==> src/rtl/lcdnib_pkg.sv <==
// lcdnib_pkg: shared types, constants and the power-up nibble table
// for the 4-bit character display sequencer
// no dependencies
package lcdnib_pkg;

    localparam logic [15:0] SHORT_DELAY_RST = 16'd20;
    localparam logic [15:0] LONG_DELAY_RST  = 16'd2000;
    localparam int          QUEUE_DEPTH     = 2;

    localparam logic [7:0] CURSOR_BASE = 8'h80;
    localparam logic [7:0] ROW_OFFSET  = 8'h40;

    localparam logic [3:0] INIT_LAST_NIB = 4'd11;
    localparam logic [3:0] BYTE_LAST_NIB = 4'd1;

    localparam logic REG_SHORT_DELAY = 1'b0;
    localparam logic REG_LONG_DELAY  = 1'b1;

    localparam int CFG_ADDR_W = 3;

    typedef enum logic [1:0] {
        MODE_INIT   = 2'd0,
        MODE_CMD    = 2'd1,
        MODE_DATA   = 2'd2,
        MODE_CURSOR = 2'd3
    } mode_t;

    typedef enum logic [1:0] {
        PH_DATA    = 2'd0,
        PH_EN_HIGH = 2'd1,
        PH_EN_LOW  = 2'd2
    } phase_t;

    typedef struct packed {
        logic       is_init;
        logic [7:0] cmd_byte;
        logic       rs;
    } job_t;

    typedef struct packed {
        logic full;
        logic empty;
    } q_stat_t;

    typedef struct packed {
        logic [15:0] short_delay;
        logic [15:0] long_delay;
    } delay_cfg_t;

    // power-up nibbles after the clear write: 3,3,3,2 then 0x28 0x0c 0x01 0x06
    function automatic logic [3:0] init_nibble(input logic [3:0] idx);
        logic [3:0] nib;
        case (idx)
            4'd0:    nib = 4'h3;
            4'd1:    nib = 4'h3;
            4'd2:    nib = 4'h3;
            4'd3:    nib = 4'h2;
            4'd4:    nib = 4'h2;
            4'd5:    nib = 4'h8;
            4'd6:    nib = 4'h0;
            4'd7:    nib = 4'hC;
            4'd8:    nib = 4'h0;
            4'd9:    nib = 4'h1;
            4'd10:   nib = 4'h0;
            4'd11:   nib = 4'h6;
            default: nib = 4'h0;
        endcase
        return nib;
    endfunction

endpackage

==> src/rtl/lcdnib_front.sv <==
// lcdnib_front: accepts requests and turns each into a job for the queue
// depends on lcdnib_pkg
module lcdnib_front
    import lcdnib_pkg::*;
(
    input  logic       clk,
    input  logic       rst_n,
    input  logic       cmd_valid,
    output logic       cmd_ready,
    input  logic [1:0] mode,
    input  logic [7:0] value,
    input  logic       row,
    input  logic [3:0] column,
    input  q_stat_t    q_stat,
    output logic       push,
    output job_t       push_job
);

    logic job_valid_reg;
    logic job_valid_next;
    job_t job_reg;
    job_t job_next;
    logic accept;

    assign cmd_ready = !job_valid_reg || !q_stat.full;
    assign accept    = cmd_valid && cmd_ready;
    assign push      = job_valid_reg && !q_stat.full;
    assign push_job  = job_reg;

    always_comb
    begin
        job_next.is_init  = 1'b0;
        job_next.cmd_byte = value;
        job_next.rs       = 1'b0;
        case (mode_t'(mode))
            MODE_INIT:
            begin
                job_next.is_init  = 1'b1;
                job_next.cmd_byte = 8'h00;
            end
            MODE_CMD:
            begin
                job_next.cmd_byte = value;
            end
            MODE_DATA:
            begin
                job_next.rs = 1'b1;
            end
            MODE_CURSOR:
            begin
                job_next.cmd_byte = CURSOR_BASE + (row ? ROW_OFFSET : 8'h00)
                                    + {4'h0, column};
            end
            default:
            begin
                job_next.is_init = 1'b0;
            end
        endcase
    end

    always_comb
    begin
        job_valid_next = job_valid_reg;
        if (accept)
        begin
            job_valid_next = 1'b1;
        end
        else if (push)
        begin
            job_valid_next = 1'b0;
        end
    end

    always_ff @(posedge clk or negedge rst_n)
    begin
        if (!rst_n)
        begin
            job_valid_reg <= 1'b0;
        end
        else
        begin
            job_valid_reg <= job_valid_next;
        end
    end

    always_ff @(posedge clk)
    begin
        if (accept)
        begin
            job_reg <= job_next;
        end
    end

endmodule

==> src/rtl/lcdnib_fifo.sv <==
// lcdnib_fifo: short job queue between the request side and the sequencer
// depends on lcdnib_pkg
module lcdnib_fifo
    import lcdnib_pkg::*;
#(
    parameter int DEPTH = QUEUE_DEPTH
)
(
    input  logic    clk,
    input  logic    rst_n,
    input  logic    push,
    input  job_t    push_job,
    input  logic    pop,
    output job_t    pop_job,
    output q_stat_t q_stat
);

    localparam int PTR_W = (DEPTH > 1) ? $clog2(DEPTH) : 1;
    localparam int CNT_W = $clog2(DEPTH + 1);

    job_t             mem_q [DEPTH];
    logic [PTR_W-1:0] wr_ptr_reg;
    logic [PTR_W-1:0] wr_ptr_next;
    logic [PTR_W-1:0] rd_ptr_reg;
    logic [PTR_W-1:0] rd_ptr_next;
    logic [CNT_W-1:0] count_reg;
    logic [CNT_W-1:0] count_next;

    assign q_stat.full  = (count_reg == CNT_W'(DEPTH));
    assign q_stat.empty = (count_reg == '0);
    assign pop_job      = mem_q[rd_ptr_reg];

    always_comb
    begin
        wr_ptr_next = wr_ptr_reg;
        rd_ptr_next = rd_ptr_reg;
        if (push)
        begin
            wr_ptr_next = (wr_ptr_reg == PTR_W'(DEPTH - 1)) ? '0
                          : wr_ptr_reg + PTR_W'(1);
        end
        if (pop)
        begin
            rd_ptr_next = (rd_ptr_reg == PTR_W'(DEPTH - 1)) ? '0
                          : rd_ptr_reg + PTR_W'(1);
        end
        case ({push, pop})
            2'b10:   count_next = count_reg + CNT_W'(1);
            2'b01:   count_next = count_reg - CNT_W'(1);
            default: count_next = count_reg;
        endcase
    end

    always_ff @(posedge clk or negedge rst_n)
    begin
        if (!rst_n)
        begin
            wr_ptr_reg <= '0;
            rd_ptr_reg <= '0;
            count_reg  <= '0;
        end
        else
        begin
            wr_ptr_reg <= wr_ptr_next;
            rd_ptr_reg <= rd_ptr_next;
            count_reg  <= count_next;
        end
    end

    always_ff @(posedge clk)
    begin
        if (push)
        begin
            mem_q[wr_ptr_reg] <= push_job;
        end
    end

endmodule

==> src/rtl/lcdnib_back.sv <==
// lcdnib_back: nibble sequencer, expands each job into port writes
// and holds the current write in an output register; depends on lcdnib_pkg
module lcdnib_back
    import lcdnib_pkg::*;
(
    input  logic        clk,
    input  logic        rst_n,
    input  delay_cfg_t  delay_cfg,
    input  q_stat_t     q_stat,
    input  job_t        pop_job,
    output logic        pop,
    output logic        wr_valid,
    input  logic        wr_ready,
    output logic [3:0]  port_data,
    output logic        enable,
    output logic        register_select,
    output logic [15:0] hold_ticks,
    output logic        last
);

    logic        active_reg;
    logic        active_next;
    logic        is_init_reg;
    logic        is_init_next;
    logic        clear_pending_reg;
    logic        clear_pending_next;
    logic [7:0]  cmd_byte_reg;
    logic [7:0]  cmd_byte_next;
    logic        rs_reg;
    logic        rs_next;
    logic [3:0]  nib_idx_reg;
    logic [3:0]  nib_idx_next;
    phase_t      phase_reg;
    phase_t      phase_next;

    logic        out_valid_reg;
    logic        out_valid_next;
    logic [3:0]  port_data_reg;
    logic [3:0]  port_data_next;
    logic        enable_reg;
    logic        enable_next;
    logic        rs_out_reg;
    logic        rs_out_next;
    logic [15:0] hold_reg;
    logic [15:0] hold_next;
    logic        last_reg;
    logic        last_next;

    logic        slot_free;
    logic        emit;
    logic        cur_last;
    logic [3:0]  cur_nibble;

    assign slot_free  = !out_valid_reg || wr_ready;
    assign emit       = active_reg && slot_free;
    assign cur_last   = !clear_pending_reg && (phase_reg == PH_EN_LOW)
                        && (nib_idx_reg == (is_init_reg ? INIT_LAST_NIB : BYTE_LAST_NIB));
    assign pop        = !q_stat.empty && (!active_reg || (emit && cur_last));
    assign cur_nibble = is_init_reg ? init_nibble(nib_idx_reg)
                        : (nib_idx_reg[0] ? cmd_byte_reg[3:0] : cmd_byte_reg[7:4]);

    assign wr_valid        = out_valid_reg;
    assign port_data       = port_data_reg;
    assign enable          = enable_reg;
    assign register_select = rs_out_reg;
    assign hold_ticks      = hold_reg;
    assign last            = last_reg;

    always_comb
    begin
        active_next        = active_reg;
        is_init_next       = is_init_reg;
        clear_pending_next = clear_pending_reg;
        cmd_byte_next      = cmd_byte_reg;
        rs_next            = rs_reg;
        nib_idx_next       = nib_idx_reg;
        phase_next         = phase_reg;

        if (emit)
        begin
            if (clear_pending_reg)
            begin
                clear_pending_next = 1'b0;
            end
            else
            begin
                case (phase_reg)
                    PH_DATA:    phase_next = PH_EN_HIGH;
                    PH_EN_HIGH: phase_next = PH_EN_LOW;
                    PH_EN_LOW:
                    begin
                        phase_next   = PH_DATA;
                        nib_idx_next = nib_idx_reg + 4'd1;
                    end
                    default:    phase_next = PH_DATA;
                endcase
            end
            if (cur_last)
            begin
                active_next = 1'b0;
            end
        end

        if (pop)
        begin
            active_next        = 1'b1;
            is_init_next       = pop_job.is_init;
            clear_pending_next = pop_job.is_init;
            cmd_byte_next      = pop_job.cmd_byte;
            rs_next            = pop_job.rs;
            nib_idx_next       = 4'd0;
            phase_next         = PH_DATA;
        end
    end

    always_comb
    begin
        out_valid_next = out_valid_reg;
        port_data_next = port_data_reg;
        enable_next    = enable_reg;
        rs_out_next    = rs_out_reg;
        hold_next      = hold_reg;
        last_next      = last_reg;
        if (slot_free)
        begin
            out_valid_next = emit;
        end
        if (emit)
        begin
            if (clear_pending_reg)
            begin
                port_data_next = 4'h0;
                enable_next    = 1'b0;
                rs_out_next    = 1'b0;
                hold_next      = delay_cfg.long_delay;
                last_next      = 1'b0;
            end
            else
            begin
                port_data_next = cur_nibble;
                enable_next    = (phase_reg == PH_EN_HIGH);
                rs_out_next    = rs_reg;
                hold_next      = (phase_reg == PH_EN_LOW) ? delay_cfg.long_delay
                                 : delay_cfg.short_delay;
                last_next      = cur_last;
            end
        end
    end

    always_ff @(posedge clk or negedge rst_n)
    begin
        if (!rst_n)
        begin
            active_reg        <= 1'b0;
            clear_pending_reg <= 1'b0;
            phase_reg         <= PH_DATA;
            nib_idx_reg       <= 4'd0;
            out_valid_reg     <= 1'b0;
        end
        else
        begin
            active_reg        <= active_next;
            clear_pending_reg <= clear_pending_next;
            phase_reg         <= phase_next;
            nib_idx_reg       <= nib_idx_next;
            out_valid_reg     <= out_valid_next;
        end
    end

    always_ff @(posedge clk)
    begin
        is_init_reg   <= is_init_next;
        cmd_byte_reg  <= cmd_byte_next;
        rs_reg        <= rs_next;
        port_data_reg <= port_data_next;
        enable_reg    <= enable_next;
        rs_out_reg    <= rs_out_next;
        hold_reg      <= hold_next;
        last_reg      <= last_next;
    end

`ifndef SYNTHESIS
    a_clear_only_at_init_start: assert property (@(posedge clk) disable iff (!rst_n)
        clear_pending_reg |-> active_reg && is_init_reg && nib_idx_reg == 4'd0
                              && phase_reg == PH_DATA)
        else $error("clear write pending outside the start of a power-up job");

    a_byte_job_two_nibbles: assert property (@(posedge clk) disable iff (!rst_n)
        active_reg && !is_init_reg |-> nib_idx_reg <= BYTE_LAST_NIB)
        else $error("byte job ran past its second nibble");

    a_next_job_unstarted: assert property (@(posedge clk) disable iff (!rst_n)
        wr_valid && wr_ready && last |->
            !active_reg || (nib_idx_reg == 4'd0 && phase_reg == PH_DATA))
        else $error("next job advanced before the final write was taken");
`endif

endmodule

==> src/rtl/lcd_nibble_interface_sequencer.sv <==
// lcd_nibble_interface_sequencer: top level, delay registers on the apb port,
// request front end, job queue and nibble sequencer; depends on lcdnib_pkg
//
// Each request (power-up, command byte, data byte, cursor move) becomes a
// series of port-write transfers for a display on a 4-bit bus. A byte goes
// out as six writes and power-up as 37, one per clock while the write side
// takes them, as the nibble sequencer produces them. The first write of a
// request passes the front job register, the job queue, the sequencer state
// and the sequencer output register when the sequencer is idle; behind a
// busy sequencer it follows the last write of the request before it
// with no gap. hold_ticks is only reported with each write; the block
// itself does not wait. short_delay sits at address 0x0, long_delay at 0x4.
module lcd_nibble_interface_sequencer
    import lcdnib_pkg::*;
#(
    parameter int QDEPTH = QUEUE_DEPTH
)
(
    input  logic                  clk,
    input  logic                  rst_n,
    input  logic                  psel,
    input  logic                  penable,
    input  logic                  pwrite,
    input  logic [CFG_ADDR_W-1:0] paddr,
    input  logic [31:0]           pwdata,
    output logic [31:0]           prdata,
    output logic                  pready,
    input  logic                  cmd_valid,
    output logic                  cmd_ready,
    input  logic [1:0]            mode,
    input  logic [7:0]            value,
    input  logic                  row,
    input  logic [3:0]            column,
    output logic                  wr_valid,
    input  logic                  wr_ready,
    output logic [3:0]            port_data,
    output logic                  enable,
    output logic                  register_select,
    output logic [15:0]           hold_ticks,
    output logic                  last
);

    logic [15:0] short_delay_reg;
    logic [15:0] short_delay_next;
    logic [15:0] long_delay_reg;
    logic [15:0] long_delay_next;
    logic        cfg_write;
    logic        reg_sel;
    delay_cfg_t  delay_cfg;
    q_stat_t     q_stat;
    logic        push;
    logic        pop;
    job_t        push_job;
    job_t        pop_job;

    assign pready    = 1'b1;
    assign cfg_write = psel && penable && pwrite && pready;
    assign reg_sel   = paddr[2];

    assign delay_cfg.short_delay = short_delay_reg;
    assign delay_cfg.long_delay  = long_delay_reg;

    always_comb
    begin
        short_delay_next = short_delay_reg;
        long_delay_next  = long_delay_reg;
        if (cfg_write)
        begin
            case (reg_sel)
                REG_SHORT_DELAY: short_delay_next = pwdata[15:0];
                REG_LONG_DELAY:  long_delay_next  = pwdata[15:0];
                default:         short_delay_next = short_delay_reg;
            endcase
        end
        case (reg_sel)
            REG_SHORT_DELAY: prdata = {16'h0000, short_delay_reg};
            REG_LONG_DELAY:  prdata = {16'h0000, long_delay_reg};
            default:         prdata = 32'h0000_0000;
        endcase
    end

    always_ff @(posedge clk or negedge rst_n)
    begin
        if (!rst_n)
        begin
            short_delay_reg <= SHORT_DELAY_RST;
            long_delay_reg  <= LONG_DELAY_RST;
        end
        else
        begin
            short_delay_reg <= short_delay_next;
            long_delay_reg  <= long_delay_next;
        end
    end

    lcdnib_front u_front (
        .clk       (clk),
        .rst_n     (rst_n),
        .cmd_valid (cmd_valid),
        .cmd_ready (cmd_ready),
        .mode      (mode),
        .value     (value),
        .row       (row),
        .column    (column),
        .q_stat    (q_stat),
        .push      (push),
        .push_job  (push_job)
    );

    lcdnib_fifo #(
        .DEPTH (QDEPTH)
    ) u_fifo (
        .clk      (clk),
        .rst_n    (rst_n),
        .push     (push),
        .push_job (push_job),
        .pop      (pop),
        .pop_job  (pop_job),
        .q_stat   (q_stat)
    );

    lcdnib_back u_back (
        .clk             (clk),
        .rst_n           (rst_n),
        .delay_cfg       (delay_cfg),
        .q_stat          (q_stat),
        .pop_job         (pop_job),
        .pop             (pop),
        .wr_valid        (wr_valid),
        .wr_ready        (wr_ready),
        .port_data       (port_data),
        .enable          (enable),
        .register_select (register_select),
        .hold_ticks      (hold_ticks),
        .last            (last)
    );

endmodule

==> config.mk <==
export PLATFORM = sky130hd
export DESIGN_NAME = lcd_nibble_interface_sequencer
export DESIGN_NICKNAME = d
export VERILOG_FILES = /design/src/rtl/lcdnib_pkg.sv /design/src/rtl/lcdnib_front.sv /design/src/rtl/lcdnib_fifo.sv /design/src/rtl/lcdnib_back.sv /design/src/rtl/lcd_nibble_interface_sequencer.sv
export SDC_FILE = /design/constraint.sdc
export NUM_CORES = 1
export LEC_CHECK = 0
export ABC_AREA = 1
export BUFFER_PORTS_ARGS = -buffer_cell sky130_fd_sc_hd__buf_2
export CORE_MARGIN = 2
export CORE_UTILIZATION = 45
export CTS_CLUSTER_SIZE = 16
export DETAILED_ROUTE_END_ITERATION = 12
export PLACE_DENSITY = 0.79
export SYNTH_ARGS = -nofsm -noshare
export SYNTH_HDL_FRONTEND = slang
export SYNTH_HIERARCHICAL = 1
export SYNTH_SLANG_ARGS = --single-unit
==> constraint.sdc <==
create_clock -name clk -period 2.2 [get_ports clk]
set_input_delay 0.44 -clock clk [delete_from_list [all_inputs] [get_ports clk]]
set_output_delay 0.44 -clock clk [all_outputs]
set_load 0.05 [all_outputs]
# Word level (Yosys, flattened, before mapping)
# Memory sizes are Yosys's and may differ from the RTL's.
# Index checks and enable logic that the tools add are counted.
[totals] ram_bits=20 word_cells=102 romBits=64 regBits=89 out_inout_bits=58 mem_count=2 input_bits=57
[memory_table] name="(no name shown)" words=16 word_bits=4 read_ports=1 rd_ports_with_merged_regs=0 wr=0 line_no="lcdnib_pkg.sv:53" rtl="case (idx)"
[memory_table] name="u_fifo.mem_q" words=2 word_bits=10 read_ports=1 rd_ports_with_merged_regs=0 wr=1 line_no="lcdnib_fifo.sv:21" rtl="job_t mem_q [DEPTH];"
[op_classes] bitwise_logic=1 add_sub_neg=7 reduce_logical=31 n_mux=30 n_eq_ne=9
[op_table] op="32-bit case mux with 2 select lines" n=1
[op_table] op="16-bit two-way mux" n=2
[op_table] op="4-bit two-way mux" n=7
[op_table] op="8-bit case mux with 2 select lines" n=1
[op_table] op="1-bit two-way mux" n=13
[op_table] op="2-bit == test, second input constant" n=5
[op_table] op="2-bit nonzero test" n=5
[op_table] op="1-bit logical AND" n=9
[op_table] op="8-bit by 4-bit adder with 8-bit output" n=1
[op_table] op="8-bit adder, first input constant" n=1
[op_table] op="2-bit case mux with 2 select lines" n=2
[op_table] op="2-bit AND reduction" n=4
[op_table] op="7-bit two-way mux" n=1
[op_table] op="1-bit logical NOT" n=6
[op_table] op="2-bit logical NOT" n=3
[op_table] op="2-bit two-way mux" n=3
[op_table] op="4-bit by 1-bit adder with 4-bit output, second input constant" n=1
[op_table] op="2-bit by 1-bit == test with 1-bit output, second input constant" n=2
[op_table] op="4-bit == test" n=1
[op_table] op="1-bit logical OR" n=3
[op_table] op="3-bit AND reduction" n=1
[op_table] op="1-bit adder, second input constant" n=2
[op_table] op="2-bit by 1-bit adder with 2-bit output, second input constant" n=1
[op_table] op="2-bit != test, second input constant" n=1
[op_table] op="other kinds (2)" n=2

# Depth between registers and ports, before layout
# Gate-level depths: netlist of run 1.
[depth] word_depth=8 ltp_mapped=12 mapped_depth_nobuf=11

# Hierarchy
# The synthesis of run 1 kept the hierarchy.
[by_module_without_submodules] mod="lcdnib_back" n_inst=1 area_per_inst_um2=1964.4 seq_area_each_um2=1216.2 cells_each=151
[by_module_without_submodules] mod="lcd_nibble_interface_sequencer" n_inst=1 area_per_inst_um2=1637.8 seq_area_each_um2=810.8 cells_each=213
[by_module_without_submodules] mod="lcdnib_fifo" n_inst=1 area_per_inst_um2=948.4 seq_area_each_um2=700.7 cells_each=76
[by_module_without_submodules] mod="lcdnib_front" n_inst=1 area_per_inst_um2=510.5 seq_area_each_um2=325.3 cells_each=47

# Least setup slack after synthesis of run 1
# OpenSTA, ideal clock, no wires.
[synth_path] kind="register to register" from="reg u_back.out_valid_reg (netlist: u_back/wr_valid)" to="reg u_fifo.count_reg[1]" n_path_buf=0 synth_period_minus_slack_ps=2269 slack_ps=-69 required_time_ps=2083 path_stages_with_launch=9 setup_time_ps=117 arrival_time_ps=2152 path_cell_list="dfrtp_1 > nand2_1 > nand3_2 > a21oi_1 > ha_1 > inv_1 > nand3_2 > nand2_1 > nand2_1"
[synth_between] elab_chain_len=8 word_cells_on_any_way=10 cone_classes="eq/ne: 2; mux: 1; reduce/logical: 7"
[synth_lines] element="start: declaration" line_no="lcdnib_back.sv:36" rtl="logic out_valid_reg;"
[synth_lines] element="start signal: assignment" line_no="lcdnib_back.sv:166" rtl="out_valid_reg <= out_valid_next;"
[synth_lines] element="1-bit logical NOT *" line_no="lcdnib_back.sv:54" rtl="assign slot_free = !out_valid_reg || wr_ready;"
[synth_lines] element="1-bit logical OR *" line_no="lcdnib_back.sv:54"
[synth_lines] element="1-bit logical AND *" line_no="lcdnib_back.sv:55" rtl="assign emit = active_reg && slot_free;"
[synth_lines] element="1-bit logical AND *" line_no="lcdnib_back.sv:58" rtl="assign pop = !q_stat.empty && (!active_reg || (emit && cur_last));"
[synth_lines] element="1-bit logical OR *" line_no="lcdnib_back.sv:58"
[synth_lines] element="1-bit logical AND *" line_no="lcdnib_back.sv:58"
[synth_lines] element="net pop" line_no="lcd_nibble_interface_sequencer.sv:52" rtl="logic pop;"
[synth_lines] element="2-bit by 1-bit == test with 1-bit output / 2-bit == test (equally long branches)" line_no="lcdnib_fifo.sv:47" rtl="case ({push, pop})"
[synth_lines] element="2-bit case mux with 2 select lines / 2-bit nonzero test (equally long branches)"
[synth_lines] element="end signal: assignment" line_no="lcdnib_fifo.sv:66" rtl="count_reg <= count_next;"
[synth_lines] element="end: declaration" line_no="lcdnib_fifo.sv:26" rtl="logic [CNT_W-1:0] count_reg;"
# The timed path passes the listed nets; every way through them passes the cells marked *.
# A chain may end at the register's enable or synchronous reset.

# Final worst setup path of run 1
[layout_path] from="reg u_back.nib_idx_reg[2]" to="reg u_fifo.count_reg[1]"
[layout_between] elab_chain_len=7 word_cells_on_any_way=9 cone_classes="eq/ne: 3; mux: 1; reduce/logical: 5"
[layout_lines] element="start: declaration" line_no="lcdnib_back.sv:31" rtl="logic [3:0] nib_idx_reg;"
[layout_lines] element="start signal: assignment" line_no="lcdnib_back.sv:165" rtl="nib_idx_reg <= nib_idx_next;"
[layout_lines] element="4-bit == test *" line_no="lcdnib_back.sv:57" rtl="&& (nib_idx_reg == (is_init_reg ? INIT_LAST_NIB : BYTE_LAST_NIB));"
[layout_lines] element="1-bit logical AND *" line_no="lcdnib_back.sv:57"
[layout_lines] element="1-bit logical AND *" line_no="lcdnib_back.sv:58"
[layout_lines] element="1-bit logical OR *" line_no="lcdnib_back.sv:58"
[layout_lines] element="1-bit logical AND *" line_no="lcdnib_back.sv:58"
[layout_lines] element="net pop" line_no="lcd_nibble_interface_sequencer.sv:52"
[layout_lines] element="2-bit by 1-bit == test with 1-bit output / 2-bit == test (equally long branches)" line_no="lcdnib_fifo.sv:47"
[layout_lines] element="2-bit case mux with 2 select lines / 2-bit nonzero test (equally long branches)"
# Marked as above.

==> results.yml, run 1 <==
synth:
  synth_ff_type: "edfxtp_1"
  syn_inst: 487
  synthAdderAreaFrac_pct: 2.72
  synth_edf_count: 63
  synthTopCellsByArea: "edfxtp_1 (37%), dfrtp_1 (19%), nand2_1 (12%)"
  synth.cell_area_sq_um: 5060
  synth_most_common_cell: "nand2_1"
  ys_warn_count: 6
  synth_top_area_share_pct: 37.4
  synth_common_cells: "nand2_1 (158), edfxtp_1 (63), nand3_1 (43)"
  synth_top_family_by_area: "simple AND/OR/NAND/NOR gates"
  ys_ff_latch: 109
  synth_cell_type_count: 34
  synth_compound_area_share_pct: 3.44
  synth.area.mux_share_pct: 4.30
  yosysSeqAreaShare_pct: 60.3
  synth_top_area_cell: "edfxtp_1"
  syn_area_per_cell_sq_um: 10.4
  yosys.area_share.xor_xnor_pct: 0.692
  post_synth_and_or_nand_nor_area_fraction_pct: 20.4
  synthArstFlopShare_pct: 42.2
final_layout:
  top_register: "u_fifo/mem_q"
  fin_nets: 637
  synthToLayoutAreaGrowth_pct: 13.9
  final-seq-area_sq_um: 3050
  antennaDiodeCount: 0
  drive_above_1_share_pct: 25.8
  largest_reg_flops: 20
  fillCellCount: 943
  stdcell_count: 714
  multiInputGateArea_sq_um: 1670
clock_network:
  postCtsHoldBufs: 0
  clk_pin_slew_ps: 110
  post-cts-setup-buffers: 0
  cts.sinks: 109
  htree_num_levels: 3
  cts_inserted_buffers: 9
  clock-root-buffer: "clkbuf_8"
  post_cts_resized: 0
  cts_tree: "done"
  clk_latency_ps: 360
  clockBufferDepth: 2
global_route:
  grt_pass1_wl_microns: 14700
  antenna_found_initial: 0
  grt_max_degree: 36
  grt.overflow.total: 0
  grt_pass1_vias: 3277
  grtUsageTotal_pct: 15.4
setup_path:
  worstSetupStartpointType: "register"
  r2r_slack_ps: 320
  end_kind: "register"
  r2r_start: "u_back/nib_idx_reg[2]"
  cp.required_ps: 2460
  crit_path_max_fanout: 7
  endpoint: "u_fifo/count_reg[1]"
  rr_worst_depth: 10
  crit_type: "reg -> reg"
  crit_start: "u_back/nib_idx_reg[2]"
  cp.arrival_ps: 2140
  r2r_end: "u_fifo/count_reg[1]"
floorplanning:
  fp.dieH_microns: 110
  die_w_microns: 110
  fp-row-count: 38
  io_pins: 115
  start_util_pct: 46.5
  die_area_sq_um: 12100
  coreArea_sq_um: 10900
timing:
  period_share_pct: 85.3
  finalHoldViolations: 0
  fmax_ghz: 0.533
  finalSetupViolations: 0
  clock_skew_ps: 11.6
  slew_violations: 0
  finalWorstSetupSlack_ps: 323
  max_slew_margin_pct: 47.9
  final.min_clock_period_ps: 1880
  grt_setup_unrepaired: "false"
  worstMarginPinSlew_ps: 781
  tns_ps: 0
power_and_ir_drop:
  peakVddDrop_uv: 519
  power_leakage_nw: 2.79
  p_per_area_nw_per_um2: 1200
routing:
  vias_per_cell: 4.84
  wire_per_inst_microns: 12.7
  vias: 3454
  routed_wl_microns: 9080
  drtIter0Drc: 174
  dr.pass1.iters: 4
  ant_nets: 0
  post-route-drc-count: 0
run_status:
  status: "finished, final reports clean"
run:
  maxCapViolCount: 0
hold_path:
  hold_path.class: "in -> async"
place:
  place_ws_ps: 341
  hpwl_microns: 6330
  place_inst: 698
  portBuffers: 79
  gp_congestion: 0.815
worst min-delay path by stage:
stage                                    from                   to  depth (start not counted)
after floorplan                         rst_n    long_delay_reg[0]                          0
after global placement    u_front/push_job[8]   u_fifo/mem_q[0][8]                          0
after detailed placement  u_front/push_job[1]   u_fifo/mem_q[1][1]                          0
after CTS                               rst_n  short_delay_reg[12]                          1
after global routing                    rst_n  short_delay_reg[11]                          1
final                                   rst_n  short_delay_reg[12]                          1
final cells by class:
class	count	area share [%]
Clock buffer	9	2.15
Clock inverter	7	1.82
Inverter	40	2.69
Multi-Input combinational cell	318	28.9
Sequential cell	109	53.0
Tap cell	140	3.04
Timing Repair Buffer	91	8.42
per-layer routing:
metal	global-route usage (%)	wire, microns
met5	0	0
met4	5.06	140
met3	3.23	495
met2	26.8	4610
met1	19.2	3840
worst max-delay path, cell delays in order (launching register included):
cell	delay, ps
dfrtp_1	420
inv_1	210
nand3_1	130
nor2_1	150
nand3_2	130
a21oi_2	190
ha_1	280
inv_1	100
nand3_2	80
nand2_1	50
nand2_1	50
per-stage QoR:
stage | hold slack [ps] | power (mW) | utilization (%) | cell area (sq um)
final | 143 | 6.94 | 52.9 | 5760
after global routing | 181 | 7.35 | 52.9 | 5760
after CTS | 146 | 6.98 | 52.9 | 5760
after detailed placement | 429 | 5.65 | 50.8 | 5530
after global placement | 426 | 5.54 | 50.8 | 5530
after floorplan | 144 | 5.15 | - | 5120
kinds of logic (layout without fill, tap and decap cells):
| family | count (synthesis) | count (layout) |
|---|---|---|
| DFF | 109 | 109 |
| buffers and inverters | 75 | 147 |
| other | 2 | 17 |
| muxes | 16 | 16 |
| xor gates and xnor gates | 4 | 4 |
| and+or+nand+nor | 237 | 237 |
| AOI/OAI and AO/OA | 33 | 33 |
| adders and majority gates | 11 | 11 |
layout by cell type, fill, tap and decap left out, types with 2 or more instances in the layout:
| master | n |
|---|---|
| inv_1 | 36 |
| mux2_4 | 10 |
| nand4_1 | 3 |
| nand3_1 | 43 |
| dfstp_2 | 8 |
| buf_4 | 12 |
| inv_6 | 2 |
| ha_1 | 11 |
| dfrtp_1 | 38 |
| xor2_1 | 3 |
| bufinv_16 | 2 |
| clkinv_4 | 2 |
| o21ai_0 | 9 |
| a21oi_1 | 8 |
| o21ai_1 | 10 |
| clkbuf_8 | 9 |
| edfxtp_1 | 63 |
| nand2_4 | 3 |
| mux2_2 | 6 |
| buf_2 | 79 |
| nand2_2 | 2 |
| conb_1 | 17 |
| nor2_1 | 20 |
| nand3_2 | 3 |
| nand2_1 | 158 |
| inv_2 | 3 |
| a31oi_1 | 3 |
where the power goes:
group | internal, mW | switching [mW] | total (mW)
combinational | 0.738 | 1.70 | 2.44
sequential | 2.84 | 0.337 | 3.17
clock | 0.659 | 0.675 | 1.33
total | 4.23 | 2.71 | 6.94
Power figures use the tool's default switching activity.
==> inputs of run 2 (changes only) <==
CELL_PAD_IN_SITES_DETAIL_PLACEMENT = 1   (was default)
CELL_PAD_IN_SITES_GLOBAL_PLACEMENT = 1   (was default)
CORE_UTILIZATION = 42   (was 45)
PLACE_DENSITY = 0.88   (was 0.79)
clock period = 1.9 ns   (was 2.2 ns; I/O delays follow)
==> run 2 against run 1 <==
Wire length up 33%. Utilization fell by 3.2 points. Clock power is 38% higher. Die area is 6.9% higher. Critical path type is now reg -> out. Highest routed layer unchanged. Largest cell class unchanged. Setup slack lost 180 ps.
==> results.yml, run 2 (synthesis results as in run 1) <==
setup_path:
  crit_type: "reg -> out"
  crit_buf_inv: 2
  crit_family: "flip-flops"
  worstSetupStartpointType: "register"
  critical_path.cell_chain: "inv_1 > nor2_1 > nand2_1 > buf_2"
  critical_path.max_stage_delay_ps: 410
  crit_path_max_fanout: 3
  cp.required_ps: 1520
  end_kind: "primary output"
  cp.arrival_ps: 1370
  slowest_stage: "dfrtp_1"
routing:
  dr.pass1.iters: 4
  drtIter0Drc: 213
  vias_per_cell: 5.09
  vias: 3696
  ant_nets: 0
  routed_wl_microns: 12100
  wire_per_inst_microns: 16.7
  post-route-drc-count: 0
place:
  gp_congestion: 0.810
  postPlaceCellArea_sq_um: 5600
  hpwl_microns: 8270
  portBuffers: 79
clock_network:
  htree_num_levels: 3
  clock-root-buffer: "clkbuf_16"
  clk_pin_slew_ps: 80
  cts_inserted_buffers: 9
  cts.sinks: 109
  clk_latency_ps: 350
  cts_tree: "done"
  clockBufferDepth: 2
floorplanning:
  die_w_microns: 114
  io_pins: 115
  die_area_sq_um: 12900
  fp.dieH_microns: 114
  start_util_pct: 42.7
  fp-row-count: 40
  coreArea_sq_um: 11900
final_layout:
  top_register: "u_fifo/mem_q"
  synthToLayoutAreaGrowth_pct: 16.6
  drive_above_1_share_pct: 26.8
  fin_area_sq_um: 5900
  final_util_pct: 49.8
  antennaDiodeCount: 0
  largest_reg_flops: 20
  layout_commonest_cell: "nand2_1"
  fin_nets: 642
  final_cell_mix: "nand2_1 (158), buf_2 (79), edfxtp_1 (63)"
timing:
  fmax_ghz: 0.570
  final.min_clock_period_ps: 1750
  worstMarginPinSlew_ps: 597
  period_share_pct: 92.4
  tns_ps: 0
  finalHoldViolations: 0
  slew_violations: 0
  finalSetupViolations: 0
  max_slew_margin_pct: 60.2
  clock_skew_ps: 6.91
  grt_setup_unrepaired: "false"
run_status:
  status: "finished, final reports clean"
power_and_ir_drop:
  power_leakage_nw: 2.85
  p_per_area_nw_per_um2: 1450
  peakVddDrop_uv: 538
run:
  maxCapViolCount: 0
global_route:
  use_met1_pct: 21.5
  grt_max_degree: 33
  grtUsageTotal_pct: 19.2
  use_met2_pct: 35.0
  grt_pass1_vias: 3967
  grtUsageMet3_pct: 3.99
  grt.overflow.total: 0
  antenna_found_initial: 0
  top_usage_layer: "met2"
  grt_pass1_wl_microns: 19200
hold_path:
  hold_path.class: "in -> async"
## run 2: path summary, 6_finish.rpt
path	startpoint	to	slack [ps]	cells after the start
hold reg to reg	u_front/push_job[0]	u_fifo/mem_q[1][0]	460	0
setup reg to reg	u_back/nib_idx_reg[2]	u_fifo/count_reg[1]	180	10
min in group clk	cmd_valid	u_front/job_valid_reg	230	3
hold / removal	rst_n	short_delay_reg[10]	30	1
max in group asynchronous	rst_n	long_delay_reg[8]	1240	2
setup / recovery	u_fifo/count_reg[1]	cmd_ready	150	4
## run 2: what timing repair did
item	4_1_cts	5_1_grt
hold buffers	0	0
setup buffers	0	2
resized for setup	0	2
setup endpoints to repair	0	1
## run 2: where the power goes
| part | leakage (nW) | internal (mW) | total [mW] | switching, mW |
|---|---|---|---|---|
| Clock | 0.136 | 0.920 | 1.83 | 0.911 |
| Combinational | 1.55 | 0.901 | 3.03 | 2.13 |
| Sequential | 1.17 | 3.29 | 3.69 | 0.398 |
| Total | 2.85 | 5.11 | 8.55 | 3.44 |
## run 2: metal layers
| layer | part of all wire (%) | wire length, microns | up-vias |
|---|---|---|---|
| met5 | 0 | 0 | - |
| met4 | 2.7 | 331 | 0 |
| met3 | 4.3 | 521 | 29 |
| met2 | 53 | 6420 | 118 |
| met1 | 40 | 4830 | 1810 |
| li1 | - | - | 1739 |
## run 2: through the flow
step	power [mW]	hold slack, ps	setup slack [ps]	std cells
2_1_floorplan	5.97	84.4	34.3	502
3_3_place_gp	6.49	386	227	708
3_5_place_dp	6.71	417	158	708
4_1_cts	8.60	20.5	103	724
5_1_grt	8.97	46.5	15.9	726
6_report	8.55	27.1	145	726
## run 2: layout make-up
| class | instances | area, sq um |
|---|---|---|
| multi-input cells | 318 | 1670 |
| repair buffers | 96 | 548 |
| inverters | 40 | 155 |
| clock buffers | 9 | 225 |
| fillers | 1339 | 5960 |
| well taps | 147 | 184 |
| flip-flops and latches | 109 | 3050 |
| clock inverters | 7 | 63.8 |
